### src/hdl/bc_pkg.sv
package bc_pkg;

    // Index width of n and k
    localparam int INDEX_WIDTH = 6;
    // Width of the coefficient and of the product before the exact division
    localparam int COEF_W      = 60;
    localparam int PROD_W      = COEF_W + INDEX_WIDTH;

    // Step counters of the serial units
    localparam int MUL_CNT_W   = $clog2(INDEX_WIDTH);
    localparam int DIV_CNT_W   = $clog2(PROD_W);

    // Stream widths, rounded up to whole bytes
    localparam int IN_TDATA_W  = ((2 * INDEX_WIDTH + 7) / 8) * 8;
    localparam int OUT_TDATA_W = ((COEF_W + 1 + 7) / 8) * 8;

    // Multiplier request and response
    typedef struct packed {
        logic                    start;
        logic [COEF_W-1:0]       multiplicand;
        logic [INDEX_WIDTH-1:0]  multiplier;
    } mul_req_t;

    typedef struct packed {
        logic                    done;
        logic [PROD_W-1:0]       product;
    } mul_rsp_t;

    // Divider request and response
    typedef struct packed {
        logic                    start;
        logic [PROD_W-1:0]       dividend;
        logic [INDEX_WIDTH-1:0]  divisor;
    } div_req_t;

    typedef struct packed {
        logic                    done;
        logic [PROD_W-1:0]       quotient;
    } div_rsp_t;

endpackage

### src/hdl/bc_mul.sv
module bc_mul (
    input  logic              aclk,
    input  logic              aresetn,
    input  bc_pkg::mul_req_t  req,
    output bc_pkg::mul_rsp_t  rsp
);

    localparam logic [bc_pkg::MUL_CNT_W-1:0] LAST_STEP =
        bc_pkg::MUL_CNT_W'(bc_pkg::INDEX_WIDTH - 1);

    logic                             busy_reg;
    logic                             done_reg;
    logic [bc_pkg::MUL_CNT_W-1:0]     cnt_reg;
    logic [bc_pkg::PROD_W-1:0]        prod_reg;
    logic [bc_pkg::PROD_W-1:0]        mcand_reg;
    logic [bc_pkg::INDEX_WIDTH-1:0]   mplier_reg;

    // Sequence one multiplier bit per cycle
    always_ff @(posedge aclk) begin
        if (!aresetn) begin
            busy_reg <= 1'b0;
            done_reg <= 1'b0;
            cnt_reg  <= '0;
        end else begin
            done_reg <= 1'b0;
            if (req.start) begin
                busy_reg <= 1'b1;
                cnt_reg  <= '0;
            end else if (busy_reg) begin
                cnt_reg <= cnt_reg + 1'b1;
                if (cnt_reg == LAST_STEP) begin
                    busy_reg <= 1'b0;
                    done_reg <= 1'b1;
                end
            end
        end
    end

    // Shift-add: add the shifted multiplicand when the low multiplier bit is set
    always_ff @(posedge aclk) begin
        if (req.start) begin
            prod_reg   <= '0;
            mcand_reg  <= bc_pkg::PROD_W'(req.multiplicand);
            mplier_reg <= req.multiplier;
        end else if (busy_reg) begin
            if (mplier_reg[0]) begin
                prod_reg <= prod_reg + mcand_reg;
            end
            mcand_reg  <= mcand_reg << 1;
            mplier_reg <= mplier_reg >> 1;
        end
    end

    assign rsp.done    = done_reg;
    assign rsp.product = prod_reg;

endmodule

### src/hdl/bc_div.sv
module bc_div (
    input  logic              aclk,
    input  logic              aresetn,
    input  bc_pkg::div_req_t  req,
    output bc_pkg::div_rsp_t  rsp
);

    localparam logic [bc_pkg::DIV_CNT_W-1:0] LAST_STEP =
        bc_pkg::DIV_CNT_W'(bc_pkg::PROD_W - 1);

    logic                             busy_reg;
    logic                             done_reg;
    logic [bc_pkg::DIV_CNT_W-1:0]     cnt_reg;
    logic [bc_pkg::INDEX_WIDTH-1:0]   rem_reg;
    logic [bc_pkg::INDEX_WIDTH-1:0]   dvsr_reg;
    logic [bc_pkg::PROD_W-1:0]        quo_reg;

    logic [bc_pkg::INDEX_WIDTH:0]     trial;
    logic [bc_pkg::INDEX_WIDTH:0]     diff;
    logic                             fits;

    // Bring down the next dividend bit and try the subtraction
    always_comb begin
        trial = {rem_reg, quo_reg[bc_pkg::PROD_W-1]};
        diff  = trial - {1'b0, dvsr_reg};
        fits  = (trial >= {1'b0, dvsr_reg});
    end

    // Sequence one quotient bit per cycle
    always_ff @(posedge aclk) begin
        if (!aresetn) begin
            busy_reg <= 1'b0;
            done_reg <= 1'b0;
            cnt_reg  <= '0;
        end else begin
            done_reg <= 1'b0;
            if (req.start) begin
                busy_reg <= 1'b1;
                cnt_reg  <= '0;
            end else if (busy_reg) begin
                cnt_reg <= cnt_reg + 1'b1;
                if (cnt_reg == LAST_STEP) begin
                    busy_reg <= 1'b0;
                    done_reg <= 1'b1;
                end
            end
        end
    end

    // Dividend shifts out at the top while quotient bits shift in at the bottom
    always_ff @(posedge aclk) begin
        if (req.start) begin
            rem_reg  <= '0;
            dvsr_reg <= req.divisor;
            quo_reg  <= req.dividend;
        end else if (busy_reg) begin
            rem_reg <= fits ? diff[bc_pkg::INDEX_WIDTH-1:0]
                            : trial[bc_pkg::INDEX_WIDTH-1:0];
            quo_reg <= {quo_reg[bc_pkg::PROD_W-2:0], fits};
        end
    end

    assign rsp.done     = done_reg;
    assign rsp.quotient = quo_reg;

endmodule

### src/hdl/binomial_coefficient.sv
// Binomial coefficient C(n,k) by the multiplicative rule. The block takes one
// beat with n and k, folds k to n-k when k is above n/2, then runs k steps,
// each multiplying the running value by (n-i) with a bit-serial shift-add
// multiplier (one bit of the 6-bit factor per cycle) and dividing it exactly by
// (i+1) with a restoring divider that handles one bit of the 66-bit product per
// cycle. When k is above n the result is 0 with bad_arguments set, and k = 0 or
// k = n gives 1, with no steps run. A new item is taken as soon as the previous
// one has left the sequencer, while its result may still wait in the output
// register.
module binomial_coefficient (
    input  logic                            aclk,
    input  logic                            aresetn,
    input  logic                            s_tvalid,
    output logic                            s_tready,
    // n_value [5:0], k_value [11:6], zeros above
    input  logic [bc_pkg::IN_TDATA_W-1:0]   s_tdata,
    output logic                            m_tvalid,
    input  logic                            m_tready,
    // coefficient [59:0], bad_arguments [60], zeros above
    output logic [bc_pkg::OUT_TDATA_W-1:0]  m_tdata
);

    localparam int W = bc_pkg::INDEX_WIDTH;

    typedef enum logic [3:0] {
        ST_IDLE   = 4'b0001,
        ST_MUL    = 4'b0010,
        ST_DIV    = 4'b0100,
        ST_FINISH = 4'b1000
    } state_t;

    state_t                       state_reg, state_next;
    logic [W-1:0]                 n_reg, n_next;
    logic [W-1:0]                 k_reg, k_next;
    logic [W-1:0]                 i_reg, i_next;
    logic [bc_pkg::COEF_W-1:0]    acc_reg, acc_next;
    logic                         bad_reg, bad_next;
    logic                         out_valid_reg, out_valid_next;
    logic [bc_pkg::COEF_W-1:0]    out_coef_reg;
    logic                         out_bad_reg;

    logic                         accept;
    logic                         load_out;
    logic [W-1:0]                 n_in, k_in, k_fold;
    logic [W-1:0]                 step_inc;

    bc_pkg::mul_req_t             mul_req;
    bc_pkg::mul_rsp_t             mul_rsp;
    bc_pkg::div_req_t             div_req;
    bc_pkg::div_rsp_t             div_rsp;

    bc_mul u_mul (
        .aclk    (aclk),
        .aresetn (aresetn),
        .req     (mul_req),
        .rsp     (mul_rsp)
    );

    bc_div u_div (
        .aclk    (aclk),
        .aresetn (aresetn),
        .req     (div_req),
        .rsp     (div_rsp)
    );

    // Unpack the input beat and fold k to the smaller half
    assign n_in     = s_tdata[W-1:0];
    assign k_in     = s_tdata[2*W-1:W];
    assign k_fold   = (k_in > (n_in >> 1)) ? (n_in - k_in) : k_in;
    assign s_tready = (state_reg == ST_IDLE);
    assign accept   = s_tvalid && s_tready;
    assign step_inc = i_reg + 1'b1;
    assign load_out = (state_reg == ST_FINISH) && (!out_valid_reg || m_tready);

    // Launch a multiply on a new item that has steps to run or after a division that leaves steps to go
    always_comb begin
        mul_req.start = (accept && (k_in <= n_in) && (k_fold != '0)) ||
                        ((state_reg == ST_DIV) && div_rsp.done && (step_inc != k_reg));
        if (state_reg == ST_IDLE) begin
            mul_req.multiplicand = bc_pkg::COEF_W'(1);
            mul_req.multiplier   = n_in;
        end else begin
            mul_req.multiplicand = div_rsp.quotient[bc_pkg::COEF_W-1:0];
            mul_req.multiplier   = n_reg - step_inc;
        end
    end

    // Divide each product exactly by the step number plus one
    always_comb begin
        div_req.start    = (state_reg == ST_MUL) && mul_rsp.done;
        div_req.dividend = mul_rsp.product;
        div_req.divisor  = step_inc;
    end

    // Step sequencer
    always_comb begin
        state_next = state_reg;
        n_next     = n_reg;
        k_next     = k_reg;
        i_next     = i_reg;
        acc_next   = acc_reg;
        bad_next   = bad_reg;
        case (state_reg)
            ST_IDLE: begin
                if (accept) begin
                    n_next = n_in;
                    k_next = k_fold;
                    i_next = '0;
                    if (k_in > n_in) begin
                        acc_next   = '0;
                        bad_next   = 1'b1;
                        state_next = ST_FINISH;
                    end else if (k_fold == '0) begin
                        acc_next   = bc_pkg::COEF_W'(1);
                        bad_next   = 1'b0;
                        state_next = ST_FINISH;
                    end else begin
                        bad_next   = 1'b0;
                        state_next = ST_MUL;
                    end
                end
            end
            ST_MUL: begin
                if (mul_rsp.done) begin
                    state_next = ST_DIV;
                end
            end
            ST_DIV: begin
                if (div_rsp.done) begin
                    acc_next = div_rsp.quotient[bc_pkg::COEF_W-1:0];
                    i_next   = step_inc;
                    state_next = (step_inc == k_reg) ? ST_FINISH : ST_MUL;
                end
            end
            ST_FINISH: begin
                if (load_out) begin
                    state_next = ST_IDLE;
                end
            end
            default: begin
                state_next = ST_IDLE;
            end
        endcase
    end

    // Hold the result beat until the downstream side takes it
    always_comb begin
        out_valid_next = out_valid_reg && !m_tready;
        if (load_out) begin
            out_valid_next = 1'b1;
        end
    end

    always_ff @(posedge aclk) begin
        if (!aresetn) begin
            state_reg     <= ST_IDLE;
            i_reg         <= '0;
            out_valid_reg <= 1'b0;
        end else begin
            state_reg     <= state_next;
            i_reg         <= i_next;
            out_valid_reg <= out_valid_next;
        end
    end

    always_ff @(posedge aclk) begin
        n_reg   <= n_next;
        k_reg   <= k_next;
        acc_reg <= acc_next;
        bad_reg <= bad_next;
        if (load_out) begin
            out_coef_reg <= acc_reg;
            out_bad_reg  <= bad_reg;
        end
    end

    assign m_tvalid = out_valid_reg;
    assign m_tdata  = {{(bc_pkg::OUT_TDATA_W - bc_pkg::COEF_W - 1){1'b0}},
                       out_bad_reg, out_coef_reg};

    // A multiply completes only while the sequencer waits for it
    assert property (@(posedge aclk) disable iff (!aresetn)
        mul_rsp.done |-> (state_reg == ST_MUL))
        else $error("multiplier finished outside the multiply phase");

    // A division completes only while the sequencer waits for it
    assert property (@(posedge aclk) disable iff (!aresetn)
        div_rsp.done |-> (state_reg == ST_DIV))
        else $error("divider finished outside the divide phase");

    // The step index stays below the folded k while steps run
    assert property (@(posedge aclk) disable iff (!aresetn)
        ((state_reg == ST_MUL) || (state_reg == ST_DIV)) |-> (i_reg < k_reg))
        else $error("step index ran past k");

    // Bad arguments always come with a zero coefficient
    assert property (@(posedge aclk) disable iff (!aresetn)
        (m_tvalid && out_bad_reg) |-> (out_coef_reg == '0))
        else $error("nonzero coefficient flagged as bad");

endmodule

### config.mk
export PLATFORM = sky130hd
export DESIGN_NAME = binomial_coefficient
export DESIGN_NICKNAME = d
export VERILOG_FILES = /design/src/hdl/bc_pkg.sv /design/src/hdl/bc_mul.sv /design/src/hdl/bc_div.sv /design/src/hdl/binomial_coefficient.sv
export SDC_FILE = /design/constraint.sdc
export NUM_CORES = 1
export LEC_CHECK = 0
export BUFFER_PORTS_ARGS = -buffer_cell sky130_fd_sc_hd__buf_4
export CORE_MARGIN = 4
export CORE_UTILIZATION = 55
export CTS_CLUSTER_SIZE = 40
export DETAILED_ROUTE_END_ITERATION = 8
export PLACE_DENSITY_LB_ADDON = 0.08
export SETUP_SLACK_MARGIN = 0.05
export SLEW_MARGIN = 20
export SYNTH_ARGS = -nofsm -noshare
export SYNTH_HDL_FRONTEND = slang
export SYNTH_SLANG_ARGS = --single-unit
### constraint.sdc
create_clock -name aclk -period 15.9 [get_ports aclk]
set_input_delay 0.795 -clock aclk [delete_from_list [all_inputs] [get_ports aclk]]
set_output_delay 0.795 -clock aclk [all_outputs]
set_load 0.02 [all_outputs]
==> results.md, run 1 <==
- Reg power frac: approximately two fifths
- Synth top area cells: edfxtp_1, dfxtp_1, nand2_1
- GR Overflow Total: 0
- Most common cell in the netlist: nand2_1
- Maxcap violations: 0
- Critical path buffers and inverters: 3
- Pleak: about 9 nW
- Worst-skew pair later-pin latency: 0.55 ns
- HP Start: acc_reg[37]
- Diodes inserted: 0
- Layout Utilization: a little over 60%
- Sum of negative setup slack: 0 ns
- Clock root buffer: clkbuf_16
- DRC viols: 0
- Placed Area: 0.02035 sq mm
- Setup Crit Path Kind: in2reg
- Final wirelength: about 44000 um
- Clock sinks: 375
- Final setup violation count: 0
- CTS clk-pin slew, worst paths: 0.06 ns
- CTS tree: done
- Max stage delay cell, worst path: a21oi_4
- Worst r2r src: i_reg[0]
- Hpwl dp: 28680 um
- Pin count of the biggest net entering global routing: 94
- Worst Path Arrival: 5.02 ns
- Avg Inst Size Synth: 9.655 sq um
- Clock Skews: 0.01201 ns
- FP Rows: 68
- Post-CTS sizing: 0
- Bufs on Longest Clock Path: 3
- Outcome: finished clean
- Total power draw: 3.475 mW
- Post-route ant nets: 0
- Final Hold Fails: 0
- Ports: 86
- Die W: a little under 200 um
- DRT iter0 DRCs: 845
- Die area: 0.03850 sq mm
- Slew margin rel.: approximately a third
- Initial antenna violation count: 0
- Synth top cells by count: nand2_1, edfxtp_1, a21oi_1, nand3_1, nor2_1
- CTS Buf Count: between 40 and 50
- First-pass GRT wire length: 72550 um
- Reg2Reg Depth: 11
- Post-synthesis cell area: 0.01948 sq mm
- Vias per inst: roughly 5.7
- Initial core utilization: 56.13%
- Synth Flop Type: edfxtp_1
- Syn-to-layout area delta: 11.10%
- Fraction of layout cells with a size suffix above 1: 8.478%
- Post-Layout Inst Area: between 0.02 and 0.025 sq mm
- Data required time of the worst path: 16.10 ns
- Share of flip-flops with an asynchronous set or reset: 0%
- Max Slew Vio Count: 0
- CORE AREA: around 0.035 sq mm
- CP startpoint kind: input pin
- Mapped Cells: 2018
- Peak Freq: roughly 210 MHz
- Worst Hold Path EP: out_coef_reg[37]
- Peak supply drop: 0.00009907 V
- Routability cong.: 0.8964
- Post-synth EDFFs: 272
- Worst-path fanout max: 54
- Worst Tran Pin Value: ~1 ns
- Min Clock Period, post-route: 4.827 ns
- Post-CTS Hold Fix Bufs: 0
- Tcrit/Tclk final: 30.36%
- Synth top area share: 41.92%
- Port bufs: 78
- Seq/Total Area, Yosys: a little over half
- Clock power share: 26.4%
- Setup Buffers After CTS: 0
- Crit-path cells: buf_4 -> inv_1 -> ha_1 -> and4b_1 -> o21ai_1 -> o21ai_1 -> nor3_1 -> a31oi_1 -> mux2i_1 -> a211o_1 -> a21oi_4 -> nand2b_2 -> buf_4
- Ys Warns: 0
- Switch Pwr: 1.219 mW
- R2r setup slk: 11.23 ns
- Vias in the first global route: about 14000
- Power Internal: 2.257 mW
- Die height: 196.2 um
- P per Cell Area: 160.5 mW/mm^2
- Vias: 14480
- Avg WL per Cell: between 15 and 20 um
- Pre-antenna DRT Iters: 5
- Sw Share: 35.06%
- Overall global routing resource usage: 22.69%
- Yosys reg bits: roughly 380
- Hold Path Class: reg2reg
- Largest area contributor in the netlist: edfxtp_1
- Synth cell types: 72
- Final nets: 2160
- Peak per-stage delay on the critical path: 0.86 ns
- CP delay by family, top: compound AO/OA/AOI/OAI gates
- Reg-to-reg endpoint: u_mul.mcand_reg[48]
- Comb pwr share: 32.9%
- CP Capture Type: register
- H-tree depth: 2
- WHS Path Cells: 0
- RSZ-0062 raised after global routing: no
cells by family after synthesis:
| kind of cell | after synthesis | share of synthesized area (%) |
|---|---|---|
| AND/OR/NAND/NOR | 899 | 20.96 |
| XOR/XNOR | 71 | 3.269 |
| buffers and inverters | 166 | 3.493 |
| multiplexers | 15 | 0.7706 |
| AO/OA/AOI/OAI | 395 | 12.66 |
| flip-flops | 375 | 52.50 |
| adder cells (fa/ha/maj) | 96 | 6.319 |
| other | 1 | 0.01925 |
metrics by stage:
step,setup slack (ns),hold WS (ns),instances
after global routing,10.80,0.4202,2531
after floorplan,9.823,0.4003,2020
after CTS,11.14,0.4148,2531
after detailed placement,10.56,0.4054,2456
final,11.07,0.4160,2531
after global placement,10.65,0.4018,2455
how the worst max path moves through the flow:
stage / start / slack (ns) / cells past startpoint / end
6_report: s_tdata[5] / 11.07 / 13 / u_mul.mcand_reg[48]
5_1_grt: s_tdata[5] / 10.80 / 13 / u_mul.mcand_reg[48]
4_1_cts: s_tdata[5] / 11.14 / 13 / u_mul.mcand_reg[17]
3_5_place_dp: s_tdata[5] / 10.56 / 13 / u_mul.mcand_reg[52]
3_3_place_gp: s_tdata[5] / 10.65 / 13 / u_mul.mcand_reg[50]
2_1_floorplan: s_tdata[0] / 9.82 / 11 / acc_reg[0]
worst reg2reg max path, delay by kind of cell (launching register included):
| family | cells | cell delay (ns) |
|---|---|---|
| simple gates | 5 | 1.17 |
| compound gates | 1 | 0.86 |
| flops | 1 | 0.45 |
| buf+inv | 2 | 0.89 |
| xor+xnor | 2 | 0.65 |
| fa+ha+maj | 1 | 0.28 |
cells in the final DEF (no fill, tap or decap), drive strengths merged, types with 10 or more instances in the layout:
| master | synthesis | final |
|---|---|---|
| o211ai | 10 | 10 |
| a211oi | 22 | 22 |
| a31oi | 16 | 16 |
| and3 | 16 | 16 |
| nor3 | 16 | 16 |
| a21oi | 136 | 136 |
| dfxtp | 103 | 103 |
| nand4 | 22 | 22 |
| clkbuf | 69 | 54 |
| nor2 | 113 | 113 |
| nor2b | 20 | 20 |
| mux2i | 15 | 15 |
| xnor2 | 47 | 47 |
| and2 | 80 | 80 |
| inv | 55 | 56 |
| o21a | 11 | 11 |
| o21ai | 82 | 82 |
| clkinv | 0 | 14 |
| buf | 42 | 92 |
| ha | 92 | 92 |
| a21o | 49 | 49 |
| xor2 | 23 | 23 |
| o21bai | 12 | 12 |
| nand2 | 462 | 462 |
| nand3 | 117 | 117 |
| edfxtp | 272 | 272 |
layout make-up:
type	count	area, sq um
inverter	55	206.4
clock buffer	54	1137
clock inverter	21	162.7
tap	455	569.3
timing repair buffer	92	710.7
sequential	375	10230
fill	2912	13070
multi-input combinational	1479	8630
power groups by stage:
stage	clock [mW]	sequential, mW	combinational (mW)
floorplan	0	1.42	0.862
global placement	0	1.43	1.11
detailed placement	0	1.43	1.13
finish	0.919	1.41	1.14
CTS	0.941	1.41	1.14
global route	0.985	1.43	1.28
per-layer routing:
metal / track usage, % / vias to the layer above / wire length, um / part of all wire [%]
li1: - / 7177 / - / -
met1: 30.97 / 6966 / 20270 / 46
met2: 38.49 / 281 / 20870 / 48
met3: 2.971 / 54 / 1749 / 4.0
met4: 6.155 / 0 / 805 / 1.8
met5: 0 / - / 0 / 0
No activity file was read; power rests on OpenSTA's default activity.
==> run 2: changes to the inputs <==
ABC_AREA = 1   (was unset)
clock period = 4.5 ns   (was 15.9 ns; I/O delays follow)
==> run 2 against run 1 <==
Sequential cell count stayed put; count of clock-buffer cells in the layout fell by 7; core utilization decreased by 0.24 points; global-route usage rose by 3.1 points; non-clock buffer count rose by 16; register-to-register slack worse by 9.8 ns; critical path type unchanged; largest cell class unchanged; highest routed layer unchanged.
==> results.md, run 2 <==
- Final Hold Fails: 0 (unchanged)
- Clock power share: 26.2% (was 26.4%)
- Peak Freq: 327.9 MHz
- Slew margin rel.: 33.34% (was 32.94%)
- Yosys reg bits: 375 (unchanged)
- Clock sinks: 375 (unchanged)
- Outcome: finished clean (unchanged)
- Diodes inserted: 0 (unchanged)
- Mapped Cells: 2474 (was 2018)
- Seq/Total Area, Yosys: 50.51% (was 52.50%)
- Peak supply drop: 0.0003608 V (was 0.00009907 V)
- Initial core utilization: 55.59% (was 56.13%)
- CTS Buf Count: 38 (was 41)
- Die height: 199.9 um (was 196.2 um)
- Port bufs: 78 (unchanged)
- Vias per inst: 5.416 (was 5.720)
- Final nets: 2670 (was 2160)
- Avg Inst Size Synth: 8.186 sq um (was 9.655 sq um)
- Multi-input logic area: 0.008476 sq mm (was 0.008630 sq mm)
- Switch Pwr: 4.501 mW (was 1.219 mW)
- Synth cell types: 46 (was 72)
- Fraction of layout cells with a size suffix above 1: 7.668% (was 8.478%)
- FP Rows: 70 (was 68)
- Hold Path Class: in2reg (was reg2reg)
- Sum of negative setup slack: 0 ns (unchanged)
- Bufs on Longest Clock Path: 3 (unchanged)
- Reg power frac: 39.7% (was 40.6%)
- Final setup margin: 1.450 ns (was 11.07 ns)
- H-tree depth: 2 (unchanged)
- Most frequent cells in the layout: nand2_1, nor2_1, inv_1 (was nand2_1, edfxtp_1, a21oi_1)
- Synth top cells by count: nand2_1, nor2_1, inv_1, edfxtp_1, a21oi_1 (was nand2_1, edfxtp_1, a21oi_1, nand3_1, nor2_1)
- Most common cell in the netlist: nand2_1 (unchanged)
- Worst-path fanout max: 39 (was 54)
- Synth Flop Type: edfxtp_1 (unchanged)
- Worst-skew pair later-pin latency: 0.55 ns (about the same)
- Ports: 86 (unchanged)
- Pin count of the biggest net entering global routing: 103 (was 94)
- CTS tree: done (unchanged)
- Tcrit/Tclk final: 67.77%
- Overall global routing resource usage: 25.84% (was 22.69%)
- Post-Place Worst Slack: 1.417 ns (was 10.56 ns)
- Avg WL per Cell: 16.80 um (was 17.26 um)
- Post-synth EDFFs: 272 (unchanged)
- Data required time of the worst path: 4.68 ns (was 16.10 ns)
- Maxcap violations: 0 (unchanged)
- CP Capture Type: register (unchanged)
- Final setup violation count: 0 (unchanged)
- Ys Warns: 0 (unchanged)
- GR Overflow Total: 0 (unchanged)
- CTS clk-pin slew, worst paths: 0.06 ns (about the same)
- P per Cell Area: 535.3 mW/mm^2 (was 160.5 mW/mm^2)
- Share of flip-flops with an asynchronous set or reset: 0% (unchanged)
- Reg area: 0.01023 sq mm (unchanged)
- Most common cell after layout, fill and taps aside: nand2_1 (unchanged)
- Clock root buffer: clkbuf_16 (unchanged)
- First-pass GRT wire length: 82540 um (was 72550 um)
- Clock Skews: 0.01876 ns (was 0.01201 ns)
- Synth top area share: 40.33% (was 41.92%)
- CORE AREA: 0.03643 sq mm (was 0.03471 sq mm)
- RSZ-0062 raised after global routing: no (unchanged)
- Post-route ant nets: 0 (unchanged)
- Setup Crit Path Kind: in2reg (unchanged)
- DRC viols: 0 (unchanged)
- Final wirelength: 51230 um (was 43690 um)
- Worst Path Arrival: 3.23 ns (was 5.02 ns)
- Pre-antenna DRT Iters: 5 (unchanged)
- Vias: 16520 (was 14480)
- Largest area contributor in the netlist: edfxtp_1 (unchanged)
- Pleak: 9.562 nW (was 8.833 nW)
- Initial antenna violation count: 0 (unchanged)
- Min Clock Period, post-route: slightly above 3 ns
- Comb pwr share: 34.1% (was 32.9%)
- Post-CTS sizing: 0 (unchanged)
- Filler cells: 3220 (was 2912)
- Post-synthesis cell area: 0.02025 sq mm (was 0.01948 sq mm)
- Vias in the first global route: 15940 (was 14250)
- Routability cong.: 0.9623 (was 0.8964)
- CP startpoint kind: input pin (unchanged)
- DRT iter0 DRCs: 1133 (was 845)
- Power Internal: 7.613 mW (was 2.257 mW)
- Max Slew Vio Count: 0 (unchanged)
- Hpwl dp: 37450 um (was 28680 um)
- Syn-to-layout area delta: 11.74% (was 11.10%)
- Synth top area cells: edfxtp_1, nand2_1, dfxtp_1 (was edfxtp_1, dfxtp_1, nand2_1)
- Die area: 0.03996 sq mm (was 0.03850 sq mm)
- Sw Share: 37.16% (was 35.06%)
- Die W: 199.9 um (was 196.2 um)
- Worst Tran Pin Value: 0.9962 ns (was 1.006 ns)
==> run 2: what timing repair did <==
action,CTS,global route
setup buffers,0,0
endpoints found under the setup margin,0,0
hold buffers,13,0
hold endpoints to repair,15,0
==> run 2: worst paths after layout <==
path,from,endpoint,slack (ns),cells after the start
hold reg to reg,acc_reg[22],out_coef_reg[22],0.41,0
setup reg to reg,state_reg[3],acc_reg[33],1.45,10
hold / removal,s_tdata[7],k_reg[1],0.03,3
setup / recovery,s_tdata[0],u_mul.mcand_reg[28],1.45,15
==> run 2: through the flow <==
step | power (mW) | instance area [sq um] | hold WS [ns] | cells | util, %
2_1_floorplan | 7.739 | 20270 | 0.3095 | 2476 | -
3_3_place_gp | 8.868 | 21230 | 0.4004 | 2968 | 58.26
3_5_place_dp | 8.945 | 21230 | 0.4045 | 2968 | 58.26
4_1_cts | 12.16 | 22600 | 0.01980 | 3049 | 62.04
5_1_grt | 12.91 | 22630 | 0.06262 | 3050 | 62.11
6_report | 12.11 | 22630 | 0.03497 | 3050 | 62.11
==> run 2: cell families after synthesis <==
family          count (synthesis)  share of synthesized area (%)
compound gates                444                          11.50
xor+xnor                       20                         0.9020
fa+ha+maj                      96                          6.079
buf+inv                       387                          7.846
flops                         375                          50.51
other cells                     1                        0.01852
simple gates                 1151                          23.14
==> run 2: cell type report <==
cell class	instances	share of cell area [%]
clock buffer	47	4.534
sequential	375	45.20
inverter	317	5.274
tap	468	2.587
timing repair buffer	108	3.981
multi-input combinational	1714	37.45
clock inverter	21	0.9675
==> run 2: power groups by stage <==
stage | Combinational (mW) | Clock (mW) | Sequential, mW
after floorplan | 2.92 | 0 | 4.81
after global placement | 4.00 | 0 | 4.86
after detailed placement | 4.07 | 0 | 4.87
after CTS | 4.11 | 3.23 | 4.81
after global routing | 4.67 | 3.36 | 4.88
final | 4.13 | 3.17 | 4.81
==> run 2: critical path, stage by stage <==
cell,delay (ns)
dlygate4sd3_1,0.53
buf_4,0.12
inv_1,0.04
ha_1,0.21
fa_1,0.40
inv_1,0.09
nand2_1,0.05
nand3_1,0.28
a31oi_1,0.11
nor3_1,0.19
nand2_2,0.10
nand2_4,0.10
inv_4,0.12
nand2_2,0.10
buf_4,0.47
==> run 2: per-layer routing <==
| layer | wire length [um] | GRT usage (%) | share of wire, % |
|---|---|---|---|
| met5 | 0 | 0 | 0 |
| met4 | 1327 | 7.145 | 2.6 |
| met3 | 2660 | 3.743 | 5.2 |
| met2 | 23240 | 41.68 | 45 |
| met1 | 24000 | 36.92 | 47 |
